## src/hdl/assert_macros.svh

```systemverilog
// Assertion macros shared by the RTL.
// No dependencies.
`ifndef ASSERT_MACROS_SVH
`define ASSERT_MACROS_SVH
`ifndef ASSERT_OFF
`define ASSERT_IMPL(label, clk, rst, prop) \
   label: assert property (@(posedge clk) disable iff (rst) prop) \
      else $error("assertion failed");
`define ASSERT_NEVER(label, clk, rst, expr) \
   label: assert property (@(posedge clk) disable iff (rst) !(expr)) \
      else $error("forbidden condition");
`else
`define ASSERT_IMPL(label, clk, rst, prop)
`define ASSERT_NEVER(label, clk, rst, expr)
`endif
`endif

```

## src/hdl/lpat_pkg.sv

```systemverilog
// Types, constants and the arctangent table for the lidar azimuth stamper.
// No dependencies.
package lpat_pkg;
   localparam int ColumnsPerRow = 360;
   localparam int RowCount      = 18;
   localparam int AngleBits     = 16;
   localparam int CordicSteps   = 24;
   localparam int CordicW       = 34;
   localparam int AngleW        = 34;
   localparam int StepW         = $clog2(CordicSteps);
   localparam int ColW          = $clog2(ColumnsPerRow);
   localparam int RowW          = (RowCount > 1) ? $clog2(RowCount) : 1;
   localparam logic [31:0] DefaultIntensity = 32'h42C8_0000;
   localparam logic [23:0] ScanPeriodReset  = 24'd100000;

   typedef struct packed {
      logic [31:0] x_bits;
      logic [31:0] y_bits;
      logic [31:0] z_bits;
      logic [31:0] intensity_bits;
      logic [15:0] ring_in;
      logic        ring_present;
      logic        intensity_present;
      logic        cloud_start;
   } req_type;

   typedef struct packed {
      logic [31:0] x_out;
      logic [31:0] y_out;
      logic [31:0] z_out;
      logic [31:0] intensity_out;
      logic [23:0] time_us;
      logic [15:0] ring_out;
   } rsp_type;

   typedef struct packed {
      logic start;
      logic done;
      logic busy;
   } cordic_ctl_type;

   function automatic logic [29:0] atan_turn(input logic [StepW-1:0] i);
      logic [29:0] v;
      case (i)
         5'd0: v = 30'd536870912;  5'd1: v = 30'd316933406;
         5'd2: v = 30'd167458907;  5'd3: v = 30'd85004756;
         5'd4: v = 30'd42667331;   5'd5: v = 30'd21354465;
         5'd6: v = 30'd10679838;   5'd7: v = 30'd5340245;
         5'd8: v = 30'd2670163;    5'd9: v = 30'd1335087;
         5'd10: v = 30'd667544;    5'd11: v = 30'd333772;
         5'd12: v = 30'd166886;    5'd13: v = 30'd83443;
         5'd14: v = 30'd41722;     5'd15: v = 30'd20861;
         5'd16: v = 30'd10430;     5'd17: v = 30'd5215;
         5'd18: v = 30'd2608;      5'd19: v = 30'd1304;
         5'd20: v = 30'd652;       5'd21: v = 30'd326;
         5'd22: v = 30'd163;       5'd23: v = 30'd81;
         default: v = '0;
      endcase
      return v;
   endfunction
endpackage

```

## src/hdl/lpat_if.sv

```systemverilog
// Valid/ready channel interfaces for requests and responses.
// Depends on lpat_pkg.
interface lpat_req_if;
   import lpat_pkg::*;
   logic    valid;
   logic    ready;
   req_type data;
   modport source (output valid, output data, input ready);
   modport sink   (input valid, input data, output ready);
endinterface

interface lpat_rsp_if;
   import lpat_pkg::*;
   logic    valid;
   logic    ready;
   rsp_type data;
   modport source (output valid, output data, input ready);
   modport sink   (input valid, input data, output ready);
endinterface

```

## src/hdl/lidar_point_azimuth_timestamp.sv

```systemverilog
// Channel  | dir | transfer when
// req_     | in  | req.valid & req.ready
// rsp_     | out | rsp.valid & rsp.ready
// csr_     | in  | csr_we (scan period, 24 bits)
// An item holds the block from capture until its response is taken:
// capture, alignment, CORDIC launch, 24 micro-rotations on shared
// add/subtract units, rounding, one wait state, the multiply by the scan period
// into the output register, then the response transfer.
// Two zero coordinates skip the CORDIC; a non-finite point is dropped in S_IDLE.
// Reset is synchronous and active high; it clears the sequencer, point index
// and restores the scan period to 100000 us.
// A stalled response holds in the output register and blocks the next request.
// Depends on lpat_pkg, lpat_if, lpat_cordic and assert_macros.svh.
`include "assert_macros.svh"
module lidar_point_azimuth_timestamp (
   input  logic        clock,
   input  logic        reset,
   lpat_req_if.sink    req,
   lpat_rsp_if.source  rsp,
   input  logic        csr_we,
   input  logic [23:0] csr_wdata
);
   import lpat_pkg::*;

   typedef enum logic [4:0] {
      S_IDLE = 5'b00001, S_PREP = 5'b00010, S_ROT = 5'b00100,
      S_MUL  = 5'b01000, S_OUT  = 5'b10000
   } state_type;

   state_type state_ff, state_in;
   req_type   item_ff, item_in;
   rsp_type   rsp_ff, rsp_in;
   logic      rsp_valid_ff, rsp_valid_in;
   logic [23:0] period_ff, period_in;
   logic [ColW-1:0] col_ff, col_in;
   logic [RowW-1:0] row_ff, row_in;
   logic [15:0] ring_ff, ring_in;
   logic        zero_ff, zero_in;
   logic signed [CordicW-1:0] mx_ff, mx_in, my_ff, my_in;
   logic [AngleBits:0] frac_ff, frac_in;
   logic        start;
   logic signed [AngleW-1:0] z_init, z_res;
   logic signed [CordicW-1:0] x_init, y_init;
   cordic_ctl_type cctl;
   logic        accept, fin;
   logic [7:0]  ex, ey, dxy, dyx;
   logic [29:0] ax, ay;
   logic signed [AngleW-1:0] zr;
   logic [AngleBits:0] fr;
   logic [AngleBits+24-1:0] prod;

   assign accept    = req.valid && req.ready;
   assign req.ready = (state_ff == S_IDLE) && !rsp_valid_ff;
   assign fin = !(&req.data.x_bits[30:23]) && !(&req.data.y_bits[30:23])
                && !(&req.data.z_bits[30:23]);

   // Align mantissas: hidden bit, shift left 6, shift the smaller exponent right.
   always_comb begin
      ex = (item_ff.x_bits[30:23] == 8'd0) ? 8'd1 : item_ff.x_bits[30:23];
      ey = (item_ff.y_bits[30:23] == 8'd0) ? 8'd1 : item_ff.y_bits[30:23];
      ax = {(item_ff.x_bits[30:23] != 8'd0), item_ff.x_bits[22:0], 6'd0};
      ay = {(item_ff.y_bits[30:23] != 8'd0), item_ff.y_bits[22:0], 6'd0};
      dxy = ex - ey; dyx = ey - ex;
      if (ex > ey) ay = (dxy >= 8'd40) ? 30'd0 : (ay >> dxy);
      else if (ey > ex) ax = (dyx >= 8'd40) ? 30'd0 : (ax >> dyx);
   end

   // Reflect into the right half plane, seed angle with +/- half turn.
   always_comb begin
      x_init = mx_ff; y_init = my_ff; z_init = '0;
      if (mx_ff < 0) begin
         x_init = -mx_ff; y_init = -my_ff;
         z_init = item_ff.y_bits[31] ? -(AngleW'(1) <<< 31) : (AngleW'(1) <<< 31);
      end
   end

   lpat_cordic u_cordic (
      .clock, .reset, .start, .x_init, .y_init, .z_init,
      .z_result(z_res), .ctl(cctl)
   );

   always_comb begin
      zr = z_res + (AngleW'(1) <<< 31);
      if (zr < 0) zr = '0;
      fr = (AngleBits+1)'((zr + (AngleW'(1) <<< (31 - AngleBits))) >>> (32 - AngleBits));
      if (fr[AngleBits]) fr = {1'b0, {AngleBits{1'b1}}};
   end
   assign prod = frac_ff[AngleBits-1:0] * period_ff;

   always_comb begin
      state_in = state_ff; item_in = item_ff; rsp_in = rsp_ff;
      rsp_valid_in = rsp_valid_ff; period_in = period_ff;
      col_in = col_ff; row_in = row_ff; ring_in = ring_ff;
      zero_in = zero_ff; mx_in = mx_ff; my_in = my_ff; frac_in = frac_ff;
      start = 1'b0;
      if (csr_we) period_in = csr_wdata;
      if (rsp_valid_ff && rsp.ready) rsp_valid_in = 1'b0;
      case (state_ff)
         S_IDLE: if (accept) begin
            item_in = req.data;
            // Advance the point index on every transfer, dropped or kept.
            if (req.data.cloud_start) begin
               col_in = '0; row_in = '0;
            end
            ring_in = req.data.ring_present ? req.data.ring_in
                    : 16'(req.data.cloud_start ? '0 : row_ff);
            if (req.data.cloud_start || col_ff == ColW'(ColumnsPerRow - 1)) begin
               col_in = req.data.cloud_start ? ColW'(1 % ColumnsPerRow) : '0;
               if (!req.data.cloud_start)
                  row_in = (row_ff == RowW'(RowCount - 1)) ? '0 : row_ff + 1'b1;
               else if (ColumnsPerRow == 1)
                  row_in = RowW'(1 % RowCount);
            end else col_in = col_ff + 1'b1;
            if (fin) state_in = S_PREP;
         end
         S_PREP: begin
            mx_in = item_ff.x_bits[31] ? -CordicW'(ax) : CordicW'(ax);
            my_in = item_ff.y_bits[31] ? -CordicW'(ay) : CordicW'(ay);
            zero_in = (ax == 30'd0) && (ay == 30'd0);
            state_in = S_ROT;
         end
         S_ROT: begin
            if (zero_ff) begin
               frac_in = (AngleBits+1)'(1) << (AngleBits - 1);
               state_in = S_MUL;
            end else if (!cctl.busy && !cctl.done) start = 1'b1;
            else if (cctl.done) begin
               frac_in = fr; state_in = S_MUL;
            end
         end
         S_MUL: state_in = S_OUT;
         S_OUT: if (!rsp_valid_ff) begin
            rsp_in.x_out = item_ff.x_bits;
            rsp_in.y_out = item_ff.y_bits;
            rsp_in.z_out = item_ff.z_bits;
            rsp_in.intensity_out = item_ff.intensity_present ?
                                   item_ff.intensity_bits : DefaultIntensity;
            rsp_in.time_us = prod[AngleBits +: 24];
            rsp_in.ring_out = ring_ff;
            rsp_valid_in = 1'b1;
            state_in = S_IDLE;
         end
         default: state_in = S_IDLE;
      endcase
   end

   always_ff @(posedge clock) begin
      item_ff <= item_in; rsp_ff <= rsp_in; ring_ff <= ring_in;
      zero_ff <= zero_in; mx_ff <= mx_in; my_ff <= my_in; frac_ff <= frac_in;
      if (reset) begin
         state_ff <= S_IDLE; rsp_valid_ff <= 1'b0; period_ff <= ScanPeriodReset;
         col_ff <= '0; row_ff <= '0;
      end else begin
         state_ff <= state_in; rsp_valid_ff <= rsp_valid_in; period_ff <= period_in;
         col_ff <= col_in; row_ff <= row_in;
      end
   end

   assign rsp.valid = rsp_valid_ff;
   assign rsp.data  = rsp_ff;

   `ASSERT_NEVER(a_col_range, clock, reset, col_ff > ColW'(ColumnsPerRow - 1))
   `ASSERT_NEVER(a_row_range, clock, reset, row_ff > RowW'(RowCount - 1))
   `ASSERT_IMPL(a_cordic_idle, clock, reset, cctl.busy |-> state_ff == S_ROT)
   `ASSERT_IMPL(a_no_accept_busy, clock, reset, (state_ff != S_IDLE) |-> !req.ready)
endmodule

```

## src/hdl/lpat_cordic.sv

```systemverilog
// Iterative vectoring CORDIC: one micro-rotation per cycle, shared adders.
// Depends on lpat_pkg.
module lpat_cordic (
   input  logic                              clock,
   input  logic                              reset,
   input  logic                              start,
   input  logic signed [lpat_pkg::CordicW-1:0] x_init,
   input  logic signed [lpat_pkg::CordicW-1:0] y_init,
   input  logic signed [lpat_pkg::AngleW-1:0]  z_init,
   output logic signed [lpat_pkg::AngleW-1:0]  z_result,
   output lpat_pkg::cordic_ctl_type          ctl
);
   import lpat_pkg::*;

   logic signed [CordicW-1:0] x_ff, x_in, y_ff, y_in;
   logic signed [AngleW-1:0]  z_ff, z_in;
   logic [StepW-1:0]          step_ff, step_in;
   logic                      busy_ff, busy_in, done_ff, done_in;
   logic signed [CordicW-1:0] xs, ys;
   logic signed [AngleW-1:0]  a;

   always_comb begin
      xs = x_ff >>> step_ff;
      ys = y_ff >>> step_ff;
      a  = AngleW'(atan_turn(step_ff));
      x_in = x_ff; y_in = y_ff; z_in = z_ff;
      step_in = step_ff; busy_in = busy_ff; done_in = 1'b0;
      if (start) begin
         x_in = x_init; y_in = y_init; z_in = z_init;
         step_in = '0; busy_in = 1'b1;
      end else if (busy_ff) begin
         if (!y_ff[CordicW-1]) begin
            x_in = x_ff + ys; y_in = y_ff - xs; z_in = z_ff + a;
         end else begin
            x_in = x_ff - ys; y_in = y_ff + xs; z_in = z_ff - a;
         end
         step_in = step_ff + 1'b1;
         if (step_ff == StepW'(CordicSteps - 1)) begin
            busy_in = 1'b0; done_in = 1'b1;
         end
      end
   end

   always_ff @(posedge clock) begin
      x_ff <= x_in; y_ff <= y_in; z_ff <= z_in;
      if (reset) begin
         step_ff <= '0; busy_ff <= 1'b0; done_ff <= 1'b0;
      end else begin
         step_ff <= step_in; busy_ff <= busy_in; done_ff <= done_in;
      end
   end

   assign z_result  = z_ff;
   assign ctl.start = start;
   assign ctl.done  = done_ff;
   assign ctl.busy  = busy_ff;
endmodule
```

## src/flat_wrapper.sv

```systemverilog
// flat-port wrapper written by rule: the top's interface ports become plain ports
module lidar_point_azimuth_timestamp_flat import lpat_pkg::*;
  (clock, reset, csr_we, csr_wdata, req_valid, req_data, req_ready, rsp_valid, rsp_data, rsp_ready);
  lpat_req_if req_i ();
  lpat_rsp_if rsp_i ();
  input  logic clock;
  input  logic reset;
  input  logic csr_we;
  input  logic [23:0] csr_wdata;
  input wire logic [$bits(req_i.valid)-1:0] req_valid;
  input wire logic [$bits(req_i.data)-1:0] req_data;
  output wire logic [$bits(req_i.ready)-1:0] req_ready;
  output wire logic [$bits(rsp_i.valid)-1:0] rsp_valid;
  output wire logic [$bits(rsp_i.data)-1:0] rsp_data;
  input wire logic [$bits(rsp_i.ready)-1:0] rsp_ready;
  assign req_i.valid = req_valid;
  assign req_i.data = req_data;
  assign req_ready = req_i.ready;
  assign rsp_valid = rsp_i.valid;
  assign rsp_data = rsp_i.data;
  assign rsp_i.ready = rsp_ready;
  lidar_point_azimuth_timestamp u_core (.clock(clock), .reset(reset), .req(req_i), .rsp(rsp_i), .csr_we(csr_we), .csr_wdata(csr_wdata));
endmodule
```

## config.mk

```make
export PLATFORM = sky130hd
export DESIGN_NAME = lidar_point_azimuth_timestamp_flat
export DESIGN_NICKNAME = d
export VERILOG_FILES = /design/src/hdl/lpat_pkg.sv /design/src/hdl/lpat_if.sv /design/src/hdl/lidar_point_azimuth_timestamp.sv /design/src/hdl/lpat_cordic.sv /design/src/flat_wrapper.sv
export VERILOG_INCLUDE_DIRS = /design/src /design/src/hdl
export SDC_FILE = /design/constraint.sdc
export NUM_CORES = 2
export LEC_CHECK = 0
export BUFFER_PORTS_ARGS = -buffer_cell sky130_fd_sc_hd__buf_4
export CELL_PAD_IN_SITES_DETAIL_PLACEMENT = 0
export CELL_PAD_IN_SITES_GLOBAL_PLACEMENT = 2
export CORE_ASPECT_RATIO = 1.4
export CORE_UTILIZATION = 37
export DETAILED_ROUTE_END_ITERATION = 8
export PLACE_DENSITY_LB_ADDON = 0.3
export SYNTH_ARGS = -nofsm -noshare
export SYNTH_HDL_FRONTEND = slang
export SYNTH_SLANG_ARGS = --single-unit
```

## constraint.sdc

```tcl
create_clock -name clock -period 16.9 [get_ports clock]
set_clock_uncertainty 0.2 [all_clocks]
set_input_delay 0 -clock clock [delete_from_list [all_inputs] [get_ports clock]]
set_output_delay 0 -clock clock [all_outputs]
set_load 0.005 [all_outputs]
```

==> results.py <==
metrics = {
    "timing": {
        "slew_violations": 0,
        "worstMarginPinSlew_ns": 1.18,
        "maxSlewHeadroom": 0.211,
        "hold_viol": 0,
        "finalCriticalPeriod_ns": 8.44,
        "rsz0062_at_grt": "no",
        "tns_ns": 0,
        "finalSetupViolations": 0,
        "period_share": 0.500,
        "max_freq_ghz": 0.118,
    },
    "synthesis": {
        "ys_warn_count": 0,
        "syn-cell-area_um2": 51500,
        "syn-num-nets": 6052,
        "post-synth-top-area-fraction": 0.291,
        "syn_avg_cell_area_um2": 9.68,
        "synthTopCellsByArea": "edfxtp_1, fa_1, ha_1",
        "synthCells": 5322,
        "yosysTopAreaCell": "edfxtp_1",
        "synth_ff_type": "edfxtp_1",
        "seq_area_frac_synth": 0.323,
        "synth.distinct_cells": 101,
        "synth-edff-count": 500,
        "synth_seq_cells": 581,
        "async_flop_share": 0,
    },
    "critical_path": {
        "worstSetupEndpointType": "flip-flop",
        "worstReg2RegEnd": "u_core.rsp.data[36]",
        "crit_chain": "nand2_1 -> fa_1 -> fa_1 -> fa_1 -> fa_1 -> inv_1 -> fa_1 -> fa_1 -> ha_1 -> a2111oi_0 -> nor2_1 -> a2bb2oi_1 -> a21oi_1 -> or4_1 -> o311a_1 -> o21ai_0 -> nand2b_1 -> a21oi_1 -> o221ai_1 -> xor2_1",
        "crit_end": "u_core.rsp.data[36]",
        "crit_start": "u_core.frac_ff[1]",
        "crit_fanout": 24,
        "cpMaxStageDelayCell": "edfxtp_1",
        "startpoint_type": "flip-flop",
        "crit_cells": 20,
        "arrival_ns": 8.69,
        "reg2reg_depth": 20,
        "reg2reg_setup_slack_ns": 8.46,
        "crit_required_ns": 17.15,
        "critPathMaxStageDelay_ns": 1.02,
        "crit_top_cell": "fa_1",
        "path_class": "flip-flop to flip-flop",
        "critPathBufInv": 1,
        "reg2reg_from": "u_core.frac_ff[1]",
        "cp_top_family": "adder cells",
    },
    "cells_and_area": {
        "layout_commonest_cell": "nand2_1",
        "fillers": 13200,
        "nets": 6655,
        "layout_common_cells": "nand2_1, edfxtp_1, inv_1",
        "synthToLayoutAreaGrowth_pct": 20.9,
        "utilization": 0.452,
        "postLayoutCellArea_um2": 62300,
        "final_layout_size_suffix_gt1_frac": 0.124,
    },
    "grt": {
        "grt_pass1_vias": 44600,
        "grt_use_total": 0.248,
        "gr-total-overflow": 0,
        "antenna_found_initial": 4,
        "grt_first_pass_wirelength_mm": 266,
        "grt_max_degree": 155,
    },
    "floorplan": {
        "die_y_um": 443,
        "start_util": 0.374,
        "io_pins": 346,
        "dieArea_um2": 141000,
        "dieWidth_um": 317,
        "coreArea_um2": 138000,
        "rows": 161,
    },
    "place": {
        "place_area_um2": 55700,
        "gp_congestion": 0.981,
        "port_buffers": 345,
        "dp_hpwl_mm": 130,
    },
    "clock_network": {
        "clock-sinks": 581,
        "cts_setup_buffers": 0,
        "clock_path_buffers": 3,
        "cts_tree": "built",
        "post_cts_resized": 0,
        "path_clk_slew_ns": 0.06,
        "htree_levels": 3,
        "ctsHoldBuffers": 411,
        "clock_tree.root_cell": "clkbuf_16",
        "clock_latency_ns": 0.71,
        "numCtsBuffers": 69,
    },
    "min_path": {
        "min_path_type": "input pin to flip-flop",
        "whs_path_depth": 3,
    },
    "pwr": {
        "p_per_area_nw_per_um2": 121,
        "leakage_uw": 0.0247,
        "ir_drop_v": 0.000112,
        "power.total_uw": 7510,
    },
    "drt": {
        "first_pass_iters": 6,
        "vias_per_cell": 5.50,
        "wl_mm": 175,
        "drcViolationCount": 0,
        "first_iter_violations": 2509,
        "routedWlPerCell_um": 22.6,
        "via_count": 42800,
        "ant_nets": 0,
    },
    "run_status": {
        "outcome": "complete, no violations",
    },
    "run": {
        "drv_cap": 0,
    },
}
-- stage by stage --
step / worst slack, ns / instances / hold WS (ns)
global placement: 8.62 / 7236 / -0.0221
CTS: 8.47 / 7771 / 0.0240
floorplan: 5.79 / 5322 / -0.101
global route: 8.06 / 7773 / 0.0896
finish: 8.46 / 7773 / 0.0974
detailed placement: 8.48 / 7236 / -0.0207
-- worst register-to-register path, stage by stage (launching register included) --
cell       delay (ns)
edfxtp_1         1.02
nand2_1          0.20
fa_1             0.55
fa_1             0.58
fa_1             0.45
fa_1             0.56
inv_1            0.06
fa_1             0.49
fa_1             0.42
ha_1             0.31
a2111oi_0        0.61
nor2_1           0.11
a2bb2oi_1        0.28
a21oi_1          0.10
or4_1            0.60
o311a_1          0.50
o21ai_0          0.23
nand2b_1         0.11
a21oi_1          0.40
o221ai_1         0.24
xor2_1           0.18
-- kinds of logic after synthesis --
| kind of cell | synth area share |
|---|---|
| fa+ha+maj | 0.180 |
| flops | 0.323 |
| xor+xnor | 0.0595 |
| simple gates | 0.155 |
| mux | 0.0882 |
| buf+inv | 0.0562 |
| compound gates | 0.138 |
-- final cells by class --
type / instances / area [µm²] / share of cell area
diodes: 2 / 5.00 / 0.0000804
clock buffers: 82 / 1830 / 0.0294
clock inverters: 42 / 592 / 0.00950
inverters: 448 / 1690 / 0.0271
multi-input cells: 4000 / 32000 / 0.514
flip-flops and latches: 581 / 16600 / 0.267
well taps: 1793 / 2240 / 0.0360
repair buffers: 825 / 7230 / 0.116
-- per-layer routing --
metal,vias to the layer above,GRT usage,routed length (µm)
met5,-,0,13
met4,2,0.157,12000
met3,413,0.0391,8170
met2,1229,0.459,92800
met1,21100,0.256,62400
li1,20000,-,-
-- Yosys cell counts (all sizes together) (31+ instances only) --
master and count:
a211oi 44, a21o 52, a21oi 294, a31oi 45, and2 218, buf 88
clkbuf 205, dfxtp 81, edfxtp 500, fa 310, ha 244, inv 445
mux2 58, mux2i 181, mux4 92, nand2 604, nand2b 65, nand3 98
nor2 335, nor2b 36, nor3 95, o21a 41, o21ai 265, o22ai 35
o31ai 69, or3 31, xnor2 226, xor2 120
-- report_power, final --
part,switching (µW),total [µW],internal [µW]
logic,2300,3840,1540
registers,157,2060,1910
clock network,691,1610,918
-- state kept, by name (all words and copies together), names as in the netlist, 9 cells and up --
signal / cells
u_core.col_ff: 9
u_core.frac_ff: 16
u_core.item_ff: 129
u_core.mx_ff: 34
u_core.my_ff: 34
u_core.period_ff: 24
u_core.ring_ff: 16
u_core.rsp.data: 168
u_core.u_cordic.a: 30
u_core.u_cordic.x_ff: 34
u_core.u_cordic.y_ff: 34
u_core.u_cordic.z_result: 34
-- worst min-delay path by stage --
stage | slack, ns | end | from
global placement | -0.02 | u_core.item_ff[130] | req_data[130]
detailed placement | -0.02 | u_core.item_ff[55] | req_data[55]
floorplan | -0.10 | u_core.item_ff[100] | req_data[100]
global route | 0.09 | u_core.row_ff[4] | req_data[0]
CTS | 0.02 | u_core.ring_ff[11] | req_data[2]
finish | 0.1 | u_core.ring_ff[10] | req_data[2]
No activity file was read; power rests on OpenSTA's default activity.
